<file path="src/mtvs_pkg.sv">
`timescale 1ns / 1ps

package mtvs_pkg;

   localparam int MAX_STOPS_DEFAULT = 64;

   // Field widths of the two channels.
   localparam int STOP_W = 6;
   localparam int DIST_W = 32;
   localparam int VIOL_W = 33;
   localparam int SIZE_W = 7;

   // A stored entry is a missing flag over a 31-bit non-negative value.
   localparam int VAL_W    = DIST_W - 1;
   localparam int ENTRY_W  = VAL_W + 1;
   localparam int MISS_BIT = VAL_W;

   // Register file of the configuration port.
   localparam int CSR_DATA_W = 32;
   localparam int CSR_ADDR_W = 3;
   localparam logic [SIZE_W-1:0] SIZE_RESET = 7'd64;

   typedef enum logic {
      CSR_SIZE_IN_USE = 1'b0,
      CSR_UNUSED      = 1'b1
   } csr_index_type;

   typedef enum logic {
      OP_WRITE = 1'b0,
      OP_RUN   = 1'b1
   } op_type;

   // Which matrix entries a read fetches: the pair entry d[i][j], or the
   // two entries d[i][k] and d[j][k] of one triple.
   typedef enum logic {
      RD_IJ = 1'b0,
      RD_K  = 1'b1
   } rd_kind_type;

   typedef struct packed {
      logic        wr_en;
      logic        rd_en;
      rd_kind_type rd_kind;
      logic        clear_best;
      logic        publish;
   } cmd_type;

   typedef struct packed {
      logic ij_ready;
      logic ij_missing;
      logic busy;
   } status_type;

endpackage

</file>
<file path="src/mtvs_ctrl.sv">
`timescale 1ns / 1ps

module mtvs_ctrl #(
   parameter int MAX_STOPS = mtvs_pkg::MAX_STOPS_DEFAULT,
   localparam int IDX_W = (MAX_STOPS > 1) ? $clog2(MAX_STOPS) : 1
) (
   input  logic                        clock,
   input  logic                        reset,
   input  logic                        req_valid,
   input  mtvs_pkg::op_type            req_op,
   output logic                        req_ready,
   output logic                        rsp_valid,
   input  logic                        rsp_ready,
   input  logic [mtvs_pkg::SIZE_W-1:0] size_in_use,
   output mtvs_pkg::cmd_type           cmd,
   input  mtvs_pkg::status_type        status,
   output logic [IDX_W-1:0]            idx_i,
   output logic [IDX_W-1:0]            idx_j,
   output logic [IDX_W-1:0]            idx_k
);

   typedef enum logic [2:0] {
      ST_IDLE,
      ST_IJ_ISSUE,
      ST_IJ_WAIT,
      ST_K_SCAN,
      ST_DRAIN,
      ST_PUBLISH
   } state_type;

   state_type        state_ff;
   logic             rsp_valid_ff;
   logic [IDX_W-1:0] i_ff;
   logic [IDX_W-1:0] j_ff;
   logic [IDX_W-1:0] k_ff;

   logic [31:0]      n_full;
   logic             n_empty;
   logic [IDX_W-1:0] n_last;
   logic             accept;
   logic             last_i;
   logic             last_j;
   logic             last_k;

   // The scanned dimension saturates at the matrix size.
   assign n_full  = (32'(size_in_use) > 32'(MAX_STOPS)) ? 32'(MAX_STOPS)
                                                        : 32'(size_in_use);
   assign n_empty = (n_full == 32'd0);
   assign n_last  = IDX_W'(n_full - 32'd1);

   assign last_i = (i_ff == n_last);
   assign last_j = (j_ff == n_last);
   assign last_k = (k_ff == n_last);

   assign req_ready = (state_ff == ST_IDLE);
   assign accept    = req_valid && req_ready;
   assign rsp_valid = rsp_valid_ff;
   assign idx_i     = i_ff;
   assign idx_j     = j_ff;
   assign idx_k     = k_ff;

   always_comb begin
      cmd = '0;
      cmd.rd_kind = mtvs_pkg::RD_IJ;
      case (state_ff)
         ST_IDLE: begin
            cmd.wr_en      = accept && (req_op == mtvs_pkg::OP_WRITE);
            cmd.clear_best = accept && (req_op == mtvs_pkg::OP_RUN);
         end
         ST_IJ_ISSUE: begin
            cmd.rd_en   = 1'b1;
            cmd.rd_kind = mtvs_pkg::RD_IJ;
         end
         ST_K_SCAN: begin
            cmd.rd_en   = 1'b1;
            cmd.rd_kind = mtvs_pkg::RD_K;
         end
         ST_PUBLISH: begin
            cmd.publish = !rsp_valid_ff || rsp_ready;
         end
         default: begin
         end
      endcase
   end

   always_ff @(posedge clock) begin
      if (reset) begin
         state_ff     <= ST_IDLE;
         rsp_valid_ff <= 1'b0;
         i_ff         <= '0;
         j_ff         <= '0;
         k_ff         <= '0;
      end else begin
         if (cmd.publish) begin
            rsp_valid_ff <= 1'b1;
         end else if (rsp_ready) begin
            rsp_valid_ff <= 1'b0;
         end

         case (state_ff)
            ST_IDLE: begin
               if (accept && (req_op == mtvs_pkg::OP_RUN)) begin
                  i_ff     <= '0;
                  j_ff     <= '0;
                  k_ff     <= '0;
                  state_ff <= n_empty ? ST_DRAIN : ST_IJ_ISSUE;
               end
            end
            ST_IJ_ISSUE: begin
               state_ff <= ST_IJ_WAIT;
            end
            ST_IJ_WAIT: begin
               if (status.ij_ready) begin
                  if (!status.ij_missing) begin
                     k_ff     <= '0;
                     state_ff <= ST_K_SCAN;
                  end else if (last_j) begin
                     j_ff <= '0;
                     if (last_i) begin
                        state_ff <= ST_DRAIN;
                     end else begin
                        i_ff     <= i_ff + 1'b1;
                        state_ff <= ST_IJ_ISSUE;
                     end
                  end else begin
                     j_ff     <= j_ff + 1'b1;
                     state_ff <= ST_IJ_ISSUE;
                  end
               end
            end
            ST_K_SCAN: begin
               if (!last_k) begin
                  k_ff <= k_ff + 1'b1;
               end else if (last_j) begin
                  j_ff <= '0;
                  if (last_i) begin
                     state_ff <= ST_DRAIN;
                  end else begin
                     i_ff     <= i_ff + 1'b1;
                     state_ff <= ST_IJ_ISSUE;
                  end
               end else begin
                  j_ff     <= j_ff + 1'b1;
                  state_ff <= ST_IJ_ISSUE;
               end
            end
            ST_DRAIN: begin
               if (!status.busy) begin
                  state_ff <= ST_PUBLISH;
               end
            end
            ST_PUBLISH: begin
               if (cmd.publish) begin
                  state_ff <= ST_IDLE;
               end
            end
            default: begin
               state_ff <= ST_IDLE;
            end
         endcase
      end
   end

endmodule

</file>
<file path="config.mk">
export PLATFORM = sky130hd
export DESIGN_NAME = mtvs_ctrl
export DESIGN_NICKNAME = d
export VERILOG_FILES = /design/src/mtvs_pkg.sv /design/src/mtvs_ctrl.sv
export SDC_FILE = /design/constraint.sdc
export NUM_CORES = 1
export LEC_CHECK = 0
export BUFFER_PORTS_ARGS = -buffer_cell sky130_fd_sc_hd__buf_2
export CAP_MARGIN = 10
export CORE_AREA = 2 2 69 71
export CTS_CLUSTER_DIAMETER = 80
export DETAILED_ROUTE_END_ITERATION = 8
export DIE_AREA = 0 0 71 73
export GPL_TIMING_DRIVEN = 1
export PLACE_DENSITY = 0.71
export SLEW_MARGIN = 10
export SYNTH_ARGS = -nofsm -noshare
export SYNTH_HDL_FRONTEND = slang
export SYNTH_SLANG_ARGS = --single-unit
</file>
<file path="constraint.sdc">
create_clock -name clock -period 5.8 [get_ports clock]
set_input_delay 0.29 -clock clock [delete_from_list [all_inputs] [get_ports clock]]
set_output_delay 0.29 -clock clock [all_outputs]
set_load 0.05 [all_outputs]
</file>
Yosys cells after proc, flatten, opt, wreduce, memory -nomap -nowiden --
Index checks and enable logic that the tools add are counted.
Word-level totals: output and inout bits 25, logic and storage cells 72, flip-flop bits (word level) 22, bits of input ports 15
Operators by class: reductions and logical operators 12, mux-type cells 33, $add $sub $neg 4, eq/ne operators 16, magnitude comparators 1, bitwise logic cells 1
Operator list (count):
- 2-to-1 mux 6 bit | 13
- case mux 6 bit (3 select lines) | 3
- logical NOT 32 bit | 1
- 2-to-1 mux 3 bit | 9
- adder 6 x 1 -> 6 bit (second input constant) | 3
- == test 6 bit | 3
- case mux 3 bit (6 select lines) | 1
- AND reduction 5 bit | 3
- inequality test 2 bit (second input constant) | 7
- > comparator 7 bit (second input constant) | 1
- 2-to-1 mux 7 bit | 1
- == test 3 x 2 -> 1 bit (second input constant) | 2
- == test 3 bit (second input constant) | 2
- subtractor 6 x 1 -> 6 bit (second input constant) | 1
- 2-to-1 mux 1 bit | 5
- case mux 2 bit (2 select lines) | 1
- == test 3 x 1 -> 1 bit (second input constant) | 1
- logical AND 1 bit | 3
- logical NOT 3 bit | 1
- nonzero test 3 bit | 1
- inequality test 2 x 1 -> 1 bit (second input constant) | 1
- nonzero test 2 bit | 1
- logical NOT 1 bit | 1
- logical OR 1 bit | 1
- NOT 1 bit | 1

Longest topological paths before layout --
word-level depth 9, depth in mapped cells 13

Least setup slack after synthesis --
Ideal clock, no wire load.
path type in2reg, start input port size_in_use[0] in the netlist's numbering, end register i_ff[3], in the netlist idx_i[3], slack 2.957 ns, stages 11, path buffers 0, arrival 2.783 ns, setup time 0.061 ns, cell sequence nor2b_1 inv_1 ha_1 xor2_1 o21ai_0 a211o_1 nor4b_4 a311oi_2 a2111o_1 or4_1 nand2_1
On the way: longest elaborated chain between the ends 9, elaborated cells on any way between the ends 14, those cells by class add/sub: 1; order compare: 1; eq/ne: 4; mux: 7; reduce/logical: 1
Ends and longest elaborated chain:
- from (decl) | RTL line mtvs_ctrl.sv:14 | input logic [mtvs_pkg::SIZE_W-1:0] size_in_use,
- > comparator 7 bit | RTL line mtvs_ctrl.sv:46 | assign n_full = (32'(size_in_use) > 32'(MAX_STOPS)) ? 32'(MAX_STOPS)
- 2-to-1 mux 7 bit * | RTL line mtvs_ctrl.sv:46
- subtractor 6 x 1 -> 6 bit * | RTL line mtvs_ctrl.sv:49 | assign n_last = IDX_W'(n_full - 32'd1);
- == test 6 bit | RTL line mtvs_ctrl.sv:51 | assign last_i = (i_ff == n_last);
- 2-to-1 mux 6 bit (4 in a row)
- case mux 6 bit (3 select lines)
- to (signal assigned) | RTL line mtvs_ctrl.sv:122 | i_ff <= i_ff + 1'b1;
- to (signal assigned) | RTL line mtvs_ctrl.sv:139 | i_ff <= i_ff + 1'b1;
- to (decl) | RTL line mtvs_ctrl.sv:33 | logic [IDX_W-1:0] i_ff;
Every way passes the cells marked *; elsewhere a longest branch is shown, timed or not. The select of a mux whose other input is x is not followed. A chain may end at the register's enable or synchronous reset.

Worst setup path in the final report --
start input port size_in_use[6] in the netlist's numbering, end register i_ff[3], in the netlist idx_i[3]
On the way: longest elaborated chain between the ends 9, elaborated cells on any way between the ends 14, those cells by class add/sub: 1; order compare: 1; eq/ne: 4; mux: 7; reduce/logical: 1
Ends and longest elaborated chain (RTL line):
- > comparator 7 bit * | mtvs_ctrl.sv:46
- 2-to-1 mux 7 bit * | mtvs_ctrl.sv:46
- subtractor 6 x 1 -> 6 bit * | mtvs_ctrl.sv:49
- == test 6 bit | mtvs_ctrl.sv:51
- 2-to-1 mux 6 bit (4 in a row)
- case mux 6 bit (3 select lines)
Marked as above.

==> impl_metrics.yaml <==
outcome:
  status: "finished clean"
synthesis:
  synth-seq-cells: 22
  synth.distinct_cells: 47
  synth_fp_nets: 242
  synth_top_area_frac: 0.260
  synth_compound_area_frac: 0.212
  syn_inst: 222
  synthFlopType: "dfxtp_1"
  synth_edf_count: 0
  synth_top_family_by_area: "simple AND/OR/NAND/NOR gates"
  async_flop_share: 0
  yosys_warnings: 0
  syn_area_um2: 1700
  avgSynthCellArea_um2: 7.64
  synth_top_area_cell: "dfxtp_1"
  yosys.area_share.adder: 0.0369
  synth_xor_area_frac: 0.0855
  synthMuxAreaShare: 0.0376
  synthTopCellsByArea: "dfxtp_1 (26%), nor2_1 (5.8%), nand2_1 (4.6%), a21oi_1 (4.4%), xnor2_1 (4.1%)"
  yosysSeqAreaShare: 0.260
  synthSimpleGateAreaFrac: 0.330
route:
  routed_wl_um: 4430
  wl_per_cell_um: 14.3
  via_count: 1754
  drt_iter0_markers: 131
  drc_errors: 0
  firstDrtPassIters: 4
  ant_nets: 0
  viasPerCell: 5.68
grt:
  grt_use_total: 0.174
  grt_pass1_wl_um: 7330
  grt_pass1_vias: 1610
  overflow: 0
  antenna_found_initial: 0
  grt_max_degree: 22
min_path:
  hold_path.class: "in -> reg"
place:
  place_area_um2: 1920
  hpwl_um: 3330
  io_buffers: 39
  gp_congestion: 0.929
  preCtsSetupSlack_ns: 2.41
power:
  power.internal_uw: 281
  sequentialPowerShare: 0.360
  power_leakage_uw: 0.000814
  swShare: 0.452
  power.switching_uw: 232
  p_clk_frac: 0.189
  powerDensity_nw_per_um2: 261
  power_frac_comb: 0.451
  finalPower_uw: 513
  peakVddDrop_mv: 0.0856
final_layout:
  syn2layout_area_growth_pct: 15.9
  layout.nets: 277
  multi_input_area_um2: 1190
  diodes: 0
  final_cell_area_um2: 1970
  drive_gt1_frac: 0.208
  nFillCells: 469
  regArea_um2: 440
cts:
  root_buffer: "clkbuf_8"
  htreeDepth: 1
  clk_latency_ns: 0.26
  ctsResizeCount: 0
  clock_sinks: 22
  post-cts-setup-buffers: 0
  clockBufferDepth: 2
  holdBufCountCts: 0
  path_clk_slew_ns: 0.08
  cts_tree: "built"
  cts_buffers: 3
floorplan:
  core_area_um2: 4540
  die_w_um: 71
  num_rows: 25
  die_h_um: 73
  initial_core_util: 0.374
  boundaryPins: 40
  die_area_um2: 5180
worst_setup_path:
  worstRegToRegCells: 7
  reg2reg_from: "idx_k[2]$_SDFFE_PP0P_"
  reg2reg_slack_ns: 3.10
  cp_common_cell: "nand2_1"
  max_stage_delay_ns: 0.52
  required_ns: 6.02
  cp_max_fo: 14
  r2r_end: "idx_j[4]$_SDFFE_PP0P_"
  cp_slowest_cell: "a2111o_1"
  worstPathArrival_ns: 3.36
  cp-end-kind: "flop"
  crit_start: "size_in_use[6]"
  path_cells: "buf_2, inv_1, nand2_1, ha_1, nand4bb_1, a21oi_1, nor3_1, nor4b_4, a311oi_2, a2111o_1, or4_1, nand2_1"
  start_kind: "input pin"
  path_class: "in -> reg"
  crit_path_end: "idx_i[3]$_SDFFE_PP0P_"
sta:
  fin_tns_setup_ns: 0
  final_max_slew_viol_count: 0
  setup_slack_ns: 2.65
  finalCritPeriodShare: 0.543
  worstMarginPinSlew_ns: 0.942
  rsz0062_at_grt: "no"
  period_needed_ns: 3.15
  relSlewSlack: 0.372
  hold_viol: 0
  fmax_mhz: 318
  fin_hold_ws_ns: 0.351
  setup_violations: 0
  finalClockSkew_ns: 0.00749
run:
  drv_cap: 0
[placed cells by master, fill, tap and decap left out, types with 4 or more instances in the layout]
cell	count
and3_1	4
ha_1	5
o31ai_1	4
nand4_1	9
xnor2_1	8
o21ai_0	12
buf_2	39
nor2_1	26
dfxtp_1	22
a21oi_1	15
nand3_1	8
or3_1	7
nand2_1	21
nor3_1	5
inv_1	8
xor2_1	6
[cell type report]
cell class / count / share of cell area
multi-input cells: 183 / 0.606
clock buffers: 3 / 0.0210
inverters: 8 / 0.0153
well taps: 54 / 0.0344
repair buffers: 39 / 0.0993
flip-flops and latches: 22 / 0.224
[worst min-delay path by stage]
stage                               start                       end  slack, ns  depth (start not counted)
global route                    status[2]  state_ff[1]$_SDFFE_PP0P_       0.41                          4
floorplan                           reset     idx_j[3]$_SDFFE_PP0P_       0.48                          2
detailed placement  idx_j[1]$_SDFFE_PP0P_     idx_j[1]$_SDFFE_PP0P_       0.53                          2
global placement    idx_j[5]$_SDFFE_PP0P_     idx_j[5]$_SDFFE_PP0P_       0.53                          2
CTS                             status[2]  state_ff[1]$_SDFFE_PP0P_       0.34                          4
finish                          status[2]  state_ff[1]$_SDFFE_PP0P_       0.35                          4
[registers in the layout, summed over array words and instances (netlist names)]
signal / cells
idx_i: 6
idx_j: 6
idx_k: 6
state_ff: 3
rsp_valid: 1
[power groups by stage]
| stage | registers [uW] | clock network, uW | logic [uW] |
|---|---|---|---|
| 3_5_place_dp | 188 | 0 | 228 |
| 2_1_floorplan | 189 | 0 | 177 |
| 5_1_grt | 188 | 103 | 252 |
| 6_report | 185 | 96.9 | 231 |
| 3_3_place_gp | 188 | 0 | 227 |
| 4_1_cts | 185 | 96.9 | 229 |
[cell usage after synthesis, drive strengths merged (5+ instances only)]
master	count
nor2	26
clkbuf	7
or3	7
ha	5
dfxtp	22
a21oi	15
nor3	5
o21ai	12
inv	8
xor2	6
nand2	21
nand3	8
xnor2	8
nand4	9
[stage by stage]
stage / utilization / std cells
2_1_floorplan: - / 222
3_3_place_gp: 0.424 / 306
3_5_place_dp: 0.424 / 306
4_1_cts: 0.433 / 309
5_1_grt: 0.433 / 309
6_report: 0.433 / 309
[cells by family (layout without fill, tap and decap cells)]
group,after synthesis,count (layout)
compound gates,53,53
xor+xnor,15,15
fa+ha+maj,5,5
buf+inv,17,50
flops,22,22
mux,6,6
simple gates,104,104
[metal layers]
metal	vias to the layer above	global-route usage	wire length (um)
met5	-	0	0
met4	0	0.0503	57
met3	5	0.0235	335
met2	56	0.292	2000
met1	812	0.235	2030
li1	881	-	-
[critical path, delay by kind of cell]
family | cells | cell delay [ns]
adder cells (fa/ha/maj) | 1 | 0.33
AND/OR/NAND/NOR | 6 | 1.18
AO/OA/AOI/OAI | 3 | 1.18
buffers and inverters | 2 | 0.37
(Power assumes the default switching activity.)
